### src/dtu_pkg.sv
// dtu_pkg: shared constants and character tables for the text to utf-8 converter
// charset codes, register indexes and the ebu latin code point lookup
// no dependencies
package dtu_pkg;

	localparam int TEXT_W = 8;
	localparam int CP_W   = 16;
	localparam int CFG_W  = 4;

	// dab charset codes
	localparam logic [CFG_W-1:0] CS_EBU_LATIN = 4'd0;
	localparam logic [CFG_W-1:0] CS_LATIN1    = 4'd4;
	localparam logic [CFG_W-1:0] CS_UCS2BE    = 4'd6;
	localparam logic [CFG_W-1:0] CS_UTF8      = 4'd15;

	// configuration register indexes
	localparam logic REG_CHARSET = 1'b0;
	localparam logic REG_MOT     = 1'b1;

	// byte ranges of the ebu tables
	localparam logic [TEXT_W-1:0] EBU_LOW_MAX  = 8'h1F;
	localparam logic [TEXT_W-1:0] EBU_HIGH_MIN = 8'h7B;

	// code points for ebu bytes 0x00..0x1f (dropped controls hold 0)
	localparam logic [CP_W-1:0] EBU_LOW_CP [0:31] = '{
		16'h0000, 16'h0118, 16'h012E, 16'h0172, 16'h0102, 16'h0116, 16'h010E, 16'h0218,
		16'h021A, 16'h010A, 16'h0000, 16'h0000, 16'h0120, 16'h0139, 16'h017B, 16'h0143,
		16'h0105, 16'h0119, 16'h012F, 16'h0173, 16'h0103, 16'h0117, 16'h010F, 16'h0219,
		16'h021B, 16'h010B, 16'h0147, 16'h011A, 16'h0121, 16'h013A, 16'h017C, 16'h0000
	};

	// code points for ebu bytes 0x7b..0xff
	localparam logic [CP_W-1:0] EBU_HIGH_CP [0:132] = '{
		16'h00AB, 16'h016F, 16'h00BB, 16'h013D, 16'h0126,
		16'h00E1, 16'h00E0, 16'h00E9, 16'h00E8, 16'h00ED, 16'h00EC, 16'h00F3, 16'h00F2,
		16'h00FA, 16'h00F9, 16'h00D1, 16'h00C7, 16'h015E, 16'h00DF, 16'h00A1, 16'h0178,
		16'h00E2, 16'h00E4, 16'h00EA, 16'h00EB, 16'h00EE, 16'h00EF, 16'h00F4, 16'h00F6,
		16'h00FB, 16'h00FC, 16'h00F1, 16'h00E7, 16'h015F, 16'h011F, 16'h0131, 16'h00FF,
		16'h0136, 16'h0145, 16'h00A9, 16'h0122, 16'h011E, 16'h011B, 16'h0148, 16'h0151,
		16'h0150, 16'h20AC, 16'h00A3, 16'h0024, 16'h0100, 16'h0112, 16'h012A, 16'h016A,
		16'h0137, 16'h0146, 16'h013B, 16'h0123, 16'h013C, 16'h0130, 16'h0144, 16'h0171,
		16'h0170, 16'h00BF, 16'h013E, 16'h00B0, 16'h0101, 16'h0113, 16'h012B, 16'h016B,
		16'h00C1, 16'h00C0, 16'h00C9, 16'h00C8, 16'h00CD, 16'h00CC, 16'h00D3, 16'h00D2,
		16'h00DA, 16'h00D9, 16'h0158, 16'h010C, 16'h0160, 16'h017D, 16'h00D0, 16'h013F,
		16'h00C2, 16'h00C4, 16'h00CA, 16'h00CB, 16'h00CE, 16'h00CF, 16'h00D4, 16'h00D6,
		16'h00DB, 16'h00DC, 16'h0159, 16'h010D, 16'h0161, 16'h017E, 16'h0111, 16'h0140,
		16'h00C3, 16'h00C5, 16'h00C6, 16'h0152, 16'h0177, 16'h00DD, 16'h00D5, 16'h00D8,
		16'h00DE, 16'h014A, 16'h0154, 16'h0106, 16'h015A, 16'h0179, 16'h0164, 16'h00F0,
		16'h00E3, 16'h00E5, 16'h00E6, 16'h0153, 16'h0175, 16'h00FD, 16'h00F5, 16'h00F8,
		16'h00FE, 16'h014B, 16'h0155, 16'h0107, 16'h015B, 16'h017A, 16'h0165, 16'h0127
	};

	// the four dropped control values, compared on a 16 bit value
	function automatic logic is_control(input logic [CP_W-1:0] v);
		return (v == 16'h0000) || (v == 16'h000A) || (v == 16'h000B) || (v == 16'h001F);
	endfunction

	function automatic logic is_surrogate(input logic [CP_W-1:0] v);
		return (v >= 16'hD800) && (v <= 16'hDFFF);
	endfunction

	// ebu latin byte to code point
	function automatic logic [CP_W-1:0] ebu_to_cp(input logic [TEXT_W-1:0] b);
		logic [TEXT_W-1:0] hi_idx;
		logic [CP_W-1:0]   cp;
		hi_idx = b - EBU_HIGH_MIN;
		if (b <= EBU_LOW_MAX) begin
			cp = EBU_LOW_CP[b[4:0]];
		end else if (b >= EBU_HIGH_MIN) begin
			cp = EBU_HIGH_CP[hi_idx];
		end else begin
			case (b)
				8'h24:   cp = 16'h0142;
				8'h5C:   cp = 16'h016E;
				8'h5E:   cp = 16'h0141;
				8'h60:   cp = 16'h0104;
				default: cp = {8'h00, b};
			endcase
		end
		return cp;
	endfunction

endpackage

### src/dab_text_to_utf8_converter_top.sv
// dab_text_to_utf8_converter_top: dab label text bytes to utf-8 bytes
// depends on dtu_pkg for charset codes, control checks and ebu tables
//
//  channel | dir | handshake          | payload
//  --------+-----+--------------------+-------------------------------------
//  s_*     | in  | s_tvalid/s_tready  | s_tdata = text_byte, s_tlast = end_of_text
//  m_*     | out | m_tvalid/m_tready  | m_tdata = utf8_byte, m_tlast = run_last
//  cfg_*   | in  | cfg_we             | cfg_index, cfg_data (charset_id, mot_mode)
//
// each request is decoded into a code point as it is taken into stage 1,
// stage 2 holds its one to three utf-8 bytes, as set by the utf-8 length,
// and hands out one per cycle while m_tready is high
// a new request is taken every cycle while stage 1 is free or moving on
// requests that yield nothing are dropped at the input
// arst_n clears config, pairing state and all valid flags
module dab_text_to_utf8_converter_top
	import dtu_pkg::*;
(
	input  logic              clk,
	input  logic              arst_n,
	// configuration write port
	input  logic              cfg_we,
	input  logic              cfg_index,
	input  logic [CFG_W-1:0]  cfg_data,
	// input text stream
	input  logic              s_tvalid,
	output logic              s_tready,
	input  logic [7:0]        s_tdata,   // [7:0] text_byte
	input  logic              s_tlast,   // end_of_text
	// output utf-8 stream
	output logic              m_tvalid,
	input  logic              m_tready,
	output logic [7:0]        m_tdata,   // [7:0] utf8_byte
	output logic              m_tlast    // run_last
);

	// configuration registers
	logic [CFG_W-1:0] charset_q;
	logic             mot_q;

	// ucs-2 pairing state
	logic [TEXT_W-1:0] pending_q;
	logic              phase_q;

	// stage 1: decoded code point or raw passthrough byte
	logic              valid_s1;
	logic [CP_W-1:0]   cp_s1;
	logic              raw_s1;

	// stage 2: encoded bytes and read pointer
	logic              valid_s2;
	logic [TEXT_W-1:0] byte0_s2, byte1_s2, byte2_s2;
	logic [1:0]        cnt_s2;
	logic [1:0]        idx_q;

	logic              s_fire, m_fire, last_byte, load_s2;
	logic              ucs2_mode;
	logic              dec_emit, dec_raw;
	logic [CP_W-1:0]   dec_cp, pair_val;

	assign ucs2_mode = (charset_q == CS_UCS2BE) && !mot_q;
	assign pair_val  = {pending_q, s_tdata};

	assign m_fire    = m_tvalid && m_tready;
	assign last_byte = (idx_q == (cnt_s2 - 2'd1));
	assign load_s2   = !valid_s2 || (m_fire && last_byte);
	assign s_tready  = !valid_s1 || load_s2;
	assign s_fire    = s_tvalid && s_tready;

	// decode of one input byte into a code point, or nothing
	always_comb begin
		dec_emit = 1'b0;
		dec_raw  = 1'b0;
		dec_cp   = {8'h00, s_tdata};
		if (ucs2_mode) begin
			// only the low byte of a pair yields output
			dec_cp   = pair_val;
			dec_emit = phase_q && !is_control(pair_val) && !is_surrogate(pair_val);
		end else if (!is_control({8'h00, s_tdata})) begin
			case (charset_q)
				CS_EBU_LATIN: begin
					dec_cp   = ebu_to_cp(s_tdata);
					dec_emit = 1'b1;
				end
				CS_LATIN1: begin
					dec_emit = mot_q;
				end
				CS_UTF8: begin
					dec_raw  = 1'b1;
					dec_emit = 1'b1;
				end
				default: begin
					dec_emit = 1'b0;
				end
			endcase
		end
	end

	// config writes
	always_ff @(posedge clk or negedge arst_n) begin
		if (!arst_n) begin
			charset_q <= CS_EBU_LATIN;
			mot_q     <= 1'b0;
		end else if (cfg_we) begin
			case (cfg_index)
				REG_CHARSET: charset_q <= cfg_data;
				REG_MOT:     mot_q     <= cfg_data[0];
				default:     charset_q <= charset_q;
			endcase
		end
	end

	// pairing state follows every accepted request
	always_ff @(posedge clk or negedge arst_n) begin
		if (!arst_n) begin
			pending_q <= '0;
			phase_q   <= 1'b0;
		end else if (s_fire) begin
			if (ucs2_mode) begin
				if (!phase_q) begin
					pending_q <= s_tdata;
					phase_q   <= !s_tlast;
				end else begin
					phase_q   <= 1'b0;
				end
			end else if (s_tlast) begin
				phase_q <= 1'b0;
			end
		end
	end

	// stage 1 register
	always_ff @(posedge clk or negedge arst_n) begin
		if (!arst_n) begin
			valid_s1 <= 1'b0;
		end else if (s_fire) begin
			valid_s1 <= dec_emit;
		end else if (load_s2) begin
			valid_s1 <= 1'b0;
		end
	end

	always_ff @(posedge clk) begin
		if (s_fire) begin
			cp_s1  <= dec_cp;
			raw_s1 <= dec_raw;
		end
	end

	// stage 2: utf-8 encode on load
	always_ff @(posedge clk or negedge arst_n) begin
		if (!arst_n) begin
			valid_s2 <= 1'b0;
			idx_q    <= 2'd0;
		end else if (load_s2) begin
			valid_s2 <= valid_s1;
			idx_q    <= 2'd0;
		end else if (m_fire) begin
			idx_q    <= idx_q + 2'd1;
		end
	end

	always_ff @(posedge clk) begin
		if (load_s2) begin
			if (raw_s1 || (cp_s1 <= 16'h007F)) begin
				// single byte: ascii or utf-8 passthrough
				cnt_s2   <= 2'd1;
				byte0_s2 <= cp_s1[7:0];
				byte1_s2 <= cp_s1[7:0];
				byte2_s2 <= cp_s1[7:0];
			end else if (cp_s1 <= 16'h07FF) begin
				cnt_s2   <= 2'd2;
				byte0_s2 <= {3'b110, cp_s1[10:6]};
				byte1_s2 <= {2'b10, cp_s1[5:0]};
				byte2_s2 <= {2'b10, cp_s1[5:0]};
			end else begin
				cnt_s2   <= 2'd3;
				byte0_s2 <= {4'b1110, cp_s1[15:12]};
				byte1_s2 <= {2'b10, cp_s1[11:6]};
				byte2_s2 <= {2'b10, cp_s1[5:0]};
			end
		end
	end

	// output mux
	always_comb begin
		case (idx_q)
			2'd0:    m_tdata = byte0_s2;
			2'd1:    m_tdata = byte1_s2;
			default: m_tdata = byte2_s2;
		endcase
	end

	assign m_tvalid = valid_s2;
	assign m_tlast  = last_byte;

`ifndef SYNTHESIS
	// read pointer never runs past the encoded length
	a_idx_in_range: assert property (@(posedge clk) disable iff (!arst_n)
		valid_s2 |-> (idx_q < cnt_s2))
		else $error("read pointer beyond encoded length");

	// a held byte of stage 2 is never a zero-length item
	a_cnt_nonzero: assert property (@(posedge clk) disable iff (!arst_n)
		valid_s2 |-> (cnt_s2 != 2'd0))
		else $error("empty item in stage 2");

	// a ucs-2 high byte without end of text arms the low byte phase
	a_pair_arm: assert property (@(posedge clk) disable iff (!arst_n)
		(s_fire && ucs2_mode && !phase_q && !s_tlast && !cfg_we) |=> phase_q)
		else $error("pair phase not armed after high byte");

	// stage 1 empty means the input is open
	a_ready_free: assert property (@(posedge clk) disable iff (!arst_n)
		!valid_s1 |-> s_tready)
		else $error("input blocked with empty stage 1");
`endif

endmodule

### config.mk
export PLATFORM = sky130hd
export DESIGN_NAME = dab_text_to_utf8_converter_top
export DESIGN_NICKNAME = d
export VERILOG_FILES = /design/src/dtu_pkg.sv /design/src/dab_text_to_utf8_converter_top.sv
export SDC_FILE = /design/constraint.sdc
export NUM_CORES = 1
export LEC_CHECK = 0
export BUFFER_PORTS_ARGS = -buffer_cell sky130_fd_sc_hd__buf_2
export CAP_MARGIN = 10
export CORE_ASPECT_RATIO = 1.1
export CORE_MARGIN = 2
export CORE_UTILIZATION = 55
export CTS_CLUSTER_DIAMETER = 40
export DETAILED_ROUTE_END_ITERATION = 8
export PLACE_DENSITY = 0.76
export SKIP_CTS_REPAIR_TIMING = 1
export SYNTH_ARGS = -nofsm -noshare
export SYNTH_HDL_FRONTEND = slang
export SYNTH_SLANG_ARGS = --single-unit
### constraint.sdc
create_clock -name clk -period 2.15 [get_ports clk]
set_clock_uncertainty 0.05 [all_clocks]
set_input_delay 0.3225 -clock clk [delete_from_list [all_inputs] [get_ports clk]]
set_output_delay 0.3225 -clock clk [all_outputs]
set_load 0.03 [all_outputs]
Word-level counts from Yosys, hierarchy flattened. Memories as Yosys holds them, arrays and structs flattened. Index checks and enable logic that the tools add are counted.

Memories kept: 2. ROM bits: 4608. Register bits: 61. Input bits: 19. Word-level logic and storage cells: 108. Output and inout port bits: 11.

Memory list: (no name shown) (words 256, bits a word 16, read ports 1, clocked after Yosys merged registers in 0, write ports 0, line dtu_pkg.sv:70) `cp = EBU_HIGH_CP[hi_idx];`; (no name shown) (words 32, bits a word 16, read ports 1, clocked after Yosys merged registers in 0, write ports 0, line dtu_pkg.sv:68) `cp = EBU_LOW_CP[b[4:0]];`.

Mux-type cells: 27. Bitwise logic cells: 4. Magnitude comparators: 8. Reductions and logical operators: 35. Add/subtract/negate cells: 3. Eq/ne operators: 15.

Operator list (count): $mux W16 (9); $pmux W9 S4 (1); $eq A16 B4 Y1 const B (2); $eq A8 B7 Y1 const B (3); $eq A16 B5 Y1 const B (1); $eq A8 B4 Y1 const B (2); $ge A16 B16 Y1 const B (1); $le A16 B11 Y1 const B (1); $le A16 B16 Y1 const B (1); $le A16 B7 Y1 const B (1); $logic_not A16 Y1 (1); $mux W8 (2); $pmux W8 S2 (1); $mux W6 (2); $ge A9 B9 Y1 const B (1); $logic_or A1 B1 Y1 (9); $mux W1 (9); $not A8 Y9 (1); $eq A4 B3 Y1 const B (2); $eq A8 B5 Y1 const B (1); $eq A8 B6 Y1 const B (1); $ge A8 B7 Y1 const B (1); $le A8 B5 Y1 const B (1); $logic_not A8 Y1 (1); 19 further kinds (37).

Depth between registers and ports, before layout.
Word-level depth: 10. Depth in mapped cells: 13.

Least setup slack after synthesis. Ideal clock, no wire load.

Kind: in2reg. From: input s_tdata[0]. To: register cp_s1[0], data pin. Arrival time: 2.810 ns. Buffers on the path: 4. Setup time: 0.273 ns. Path slack: -0.983 ns. Stages: 12. Path through: ha_1 > clkbuf_1 > inv_1 > ha_1 > buf_2 > clkbuf_1 > buf_1 > o211ai_1 > a221oi_1 > a311oi_1 > o21ai_0 > o211ai_1.

Word-level cells in the longest chain between the ends: 10. Elaborated cells between the ends (all ways): 28. Classes of those cells: add/sub: 1; order compare: 2; eq/ne: 7; mux: 10; bitwise: 2; reduce/logical: 4; memory: 2.

Ends and longest elaborated chain: start, declared (line dab_text_to_utf8_converter_top.sv:28) `input logic [7:0] s_tdata,`; $sub A8 B7 Y8 (line dtu_pkg.sv:66) `hi_idx = b - EBU_HIGH_MIN;`; $not A8 Y9 (implied by the code) (line dtu_pkg.sv:70); $mem_v2 Z256 W16; $mux W16 (implied by the code) (2 in a row) (line dtu_pkg.sv:70); $mux W16 (line dtu_pkg.sv:69) `end else if (b >= EBU_HIGH_MIN) begin`; $mux W16 (line dtu_pkg.sv:67) `if (b <= EBU_LOW_MAX) begin`; $mux W16 (line dab_text_to_utf8_converter_top.sv:80) `case (charset_q)`; $mux W16 (line dab_text_to_utf8_converter_top.sv:79) `end else if (!is_control({8'h00, s_tdata})) begin`; $mux W16 * (line dab_text_to_utf8_converter_top.sv:75) `if (ucs2_mode) begin`; net dec_cp[0] (line dab_text_to_utf8_converter_top.sv:59) `logic [CP_W-1:0] dec_cp, pair_val;`; end signal, assigned (line dab_text_to_utf8_converter_top.sv:145) `cp_s1 <= dec_cp;`; end, declared (line dab_text_to_utf8_converter_top.sv:47) `logic [CP_W-1:0] cp_s1;`.

Mark *: on every way through the listed nets, which the timed path passes. The rest lies on a longest branch. The select of a mux whose other input is x is not followed. A chain may end at the register's enable or synchronous reset.

Final worst setup path.
From: input s_tdata[1]. To: register cp_s1[0], data pin.

Word-level cells in the longest chain between the ends: 10. Elaborated cells between the ends (all ways): 28. Classes of those cells: add/sub: 1; order compare: 2; eq/ne: 7; mux: 10; bitwise: 2; reduce/logical: 4; memory: 2.

Ends and longest elaborated chain (line): $sub A8 B7 Y8 (dtu_pkg.sv:66); $not A8 Y9 (implied by the code) (dtu_pkg.sv:70); $mem_v2 Z256 W16; $mux W16 (implied by the code) (2 in a row) (dtu_pkg.sv:70); $mux W16 (dtu_pkg.sv:69); $mux W16 (dtu_pkg.sv:67); $mux W16 (dab_text_to_utf8_converter_top.sv:80); $mux W16 * (dab_text_to_utf8_converter_top.sv:79); $mux W16 * (dab_text_to_utf8_converter_top.sv:75); net dec_cp[0] (dab_text_to_utf8_converter_top.sv:59).

Marked as above.

==> out/metrics.yaml <==
outcome:
  status: "finished with violations"
  violations: "negative setup slack"
final_layout:
  antenna_cells: 0
  drive_gt1_share_pct: 41.4
  final_area_sq_um: 7990
  areaGrowthSynthToFinish_pct: 47.6
  n_fill_cell: 520
  fin_util_pct: 84.6
  nNetsFinal: 919
floorplan:
  die_h_microns: 108
  die_w_microns: 98.6
  rows: 37
  core-area_sq_um: 9440
  start_util_pct: 57.3
  pin_count: 30
  die_area_sq_um: 10700
logic_synthesis:
  synth_compound_area_share_pct: 29.5
  synth-seq-cells: 58
  synthAdderAreaFrac_pct: 5.55
  synth_edf_count: 40
  synth_xor_area_share_pct: 2.33
  ys_seq_area_share_pct: 30.5
  synthArstFlopShare_pct: 31.0
  syn_area_per_cell_sq_um: 7.99
  syn_nets: 721
  synth-main-ff-cell: "edfxtp_1"
  synthSimpleGateAreaFrac_pct: 21.2
  syn_inst: 678
  synth_top_family_by_area: "compound AO/OA/AOI/OAI gates"
  synthMuxAreaShare_pct: 5.15
  syn_area_sq_um: 5410
  yosysWarnings: 0
  synth.distinct_cells: 73
cts:
  clockRootBuffer: "clkbuf_8"
  cts_htree_levels: 3
  clock_latency_ps: 320
  cts_tree: "built"
  clock_sinks: 58
  cts.clk_slew.worst_paths_ps: 60
  cts_made_buffers: 9
  clock_path_buffers: 2
place:
  gp_congestion: 1.07
  post-place-ws_ps: -995
  dp_hpwl_microns: 16900
  port_buffers: 29
  dpl_cell_area_sq_um: 7030
timing:
  fin_crit_sh_pct: 113
  slew_headroom_pct: 63.1
  fmax_mhz: 411
  finalHoldViolations: 0
  period_minus_slack_ps: 2430
  report.final.slew_viol_count: 0
  rsz0062_at_grt: "true"
  finalSetupViolCount: 9
  worstMarginPinSlew_ps: 551
  fin_setup_tns_ps: -1180
  fin_ws_ps: -282
  whs_ps: 158
worst_setup_path:
  cp-start-kind: "input port"
  critical-path-slowest-cell: "a311oi_2"
  worst_ep_required_time_ps: 2230
  critPathMaxStageDelay_ps: 350
  r2r_slack_ps: 30
  critPathKind: "input port to register"
  path_max_fanout: 4
  cp.arrival_ps: 2510
  critPathCaptureType: "register"
  path_cells: "buf_8, buf_12, ha_4, a21oi_4, buf_6, xnor2_4, buf_12, buf_4, buf_4, mux2i_2, a221oi_2, a311oi_2, o21ai_1, o211ai_1"
global_route:
  first_global_vias: 6387
  antenna_found_initial: 0
  grt_max_degree: 28
  grt_pass1_wl_microns: 34600
  grt_usage_pct: 41.8
  grt_overflow: 0
power:
  p_leak_nw: 3.30
  p_per_area_nw_per_um2: 750
  ir_drop_uv: 494
detailed_routing:
  viasPerCell: 7.08
  vias: 7064
  dr.pass1.iters: 7
  drt_wl_total_microns: 25200
  ant_nets: 0
  wl_per_cell_microns: 25.3
  drc: 0
  drtIter0Drc: 797
hold_path:
  hold_path.class: "input port to register"
flow_run:
  drv_cap: 0
-- Yosys cell counts, types with 5 or more instances --
cell      number  area share (%)
o211ai_1      12             1.7
mux2i_1       11             2.0
nand2b_1       9             1.0
a221oi_1       6            0.97
edfxtp_1      40              22
a211o_1        6            0.97
nand4_1        5            0.58
clkbuf_1      30             2.1
a31oi_1       10             1.2
nor3_1        15             1.4
mux2_2        13             2.7
nor2b_1        9             1.0
ha_1          24             5.5
nor4_1         6            0.69
buf_2         21             1.9
or3_1          5            0.58
o21a_1         5            0.69
and2_1        10             1.2
dfrtp_1       18             8.3
a211oi_1      10             1.4
o21ai_0       63             5.8
a21oi_1       59             5.5
nand2_1       85             5.9
xnor2_1        5            0.81
inv_1         14            0.97
nand3_1       21             1.9
a22oi_1       12             1.7
o22ai_1        8            0.92
nor2_1        56             3.9
-- critical path, delay by kind of cell --
family / cells / cell delay (ps)
muxes: 1 / 210
AOI/OAI and AO/OA: 5 / 900
adders and majority gates: 1 / 150
buffers and inverters: 6 / 800
xor gates and xnor gates: 1 / 110
-- report_power, final --
group	leakage [nW]	switching (mW)	internal, mW
registers	0.620	0.262	1.63
logic	2.58	1.86	1.24
clock network	0.0987	0.402	0.592
-- final timing paths --
check                             startpoint            to  cells after the start
worst max-delay path              s_tdata[1]      cp_s1[0]                     14
worst min-delay path                 s_tlast       phase_q                      2
worst max register to register  charset_q[3]      cp_s1[0]                      9
worst min register to register      cp_s1[4]   byte2_s2[4]                      0
max in group asynchronous             arst_n      idx_q[0]                      2
min in group asynchronous             arst_n  pending_q[7]                      2
-- area by class of cell --
class	instances	area, sq um	share of cell area (%)
Inverter	17	81.3	1.02
Tap cell	117	146	1.83
Multi-Input combinational cell	547	3950	49.5
Sequential cell	58	1650	20.7
Clock buffer	13	159	1.99
Timing Repair Buffer	243	1960	24.5
Clock inverter	3	37.5	0.470
-- kinds of logic (layout without fill, tap and decap cells) --
group | count (synthesis) | after routing
flip-flops | 58 | 58
buffers and inverters | 73 | 276
XOR/XNOR | 11 | 11
AND/OR/NAND/NOR | 241 | 241
AO/OA/AOI/OAI | 246 | 246
multiplexers | 25 | 25
adder cells (fa/ha/maj) | 24 | 24
-- layer usage --
layer	vias up	wire length, microns	track usage (%)
met5	-	0	0
li1	2941	-	-
met1	3223	8410	48.9
met4	0	2670	26.8
met3	255	2930	6.46
met2	645	11200	71.7
-- cells in the final DEF, fill, tap and decap left out, drive strengths merged, types with 6 or more instances in the layout --
cell,instances
and2,10
mux2i,11
nor2,56
nand2,85
nand2b,9
inv,14
ha,24
nor4,7
nand3,21
nor3,15
a22oi,12
edfxtp,40
a211o,6
mux2,13
nor2b,10
o21ai,67
xnor2,9
o211ai,12
a21oi,60
a31oi,10
o22ai,8
clkbuf,15
o311ai,7
a211oi,10
buf,240
a221oi,6
dfrtp,18
-- state kept, by name, indices dropped and copies added, names as in the netlist --
signal / cells
byte0_s2: 7
cnt_s2: 2
phase_q: 1
charset_q: 4
mot_q: 1
raw_s1: 1
idx_q: 2
byte1_s2: 6
pending_q: 8
valid_s1: 1
byte2_s2: 8
m_tvalid: 1
cp_s1: 16
-- stage by stage --
| stage | cells | total power, mW |
|---|---|---|
| finish | 998 | 5.99 |
| global route | 998 | 6.21 |
| CTS | 965 | 5.51 |
| detailed placement | 949 | 4.49 |
| global placement | 949 | 4.37 |
| floorplan | 678 | 3.45 |
(Power assumes the default switching activity.)
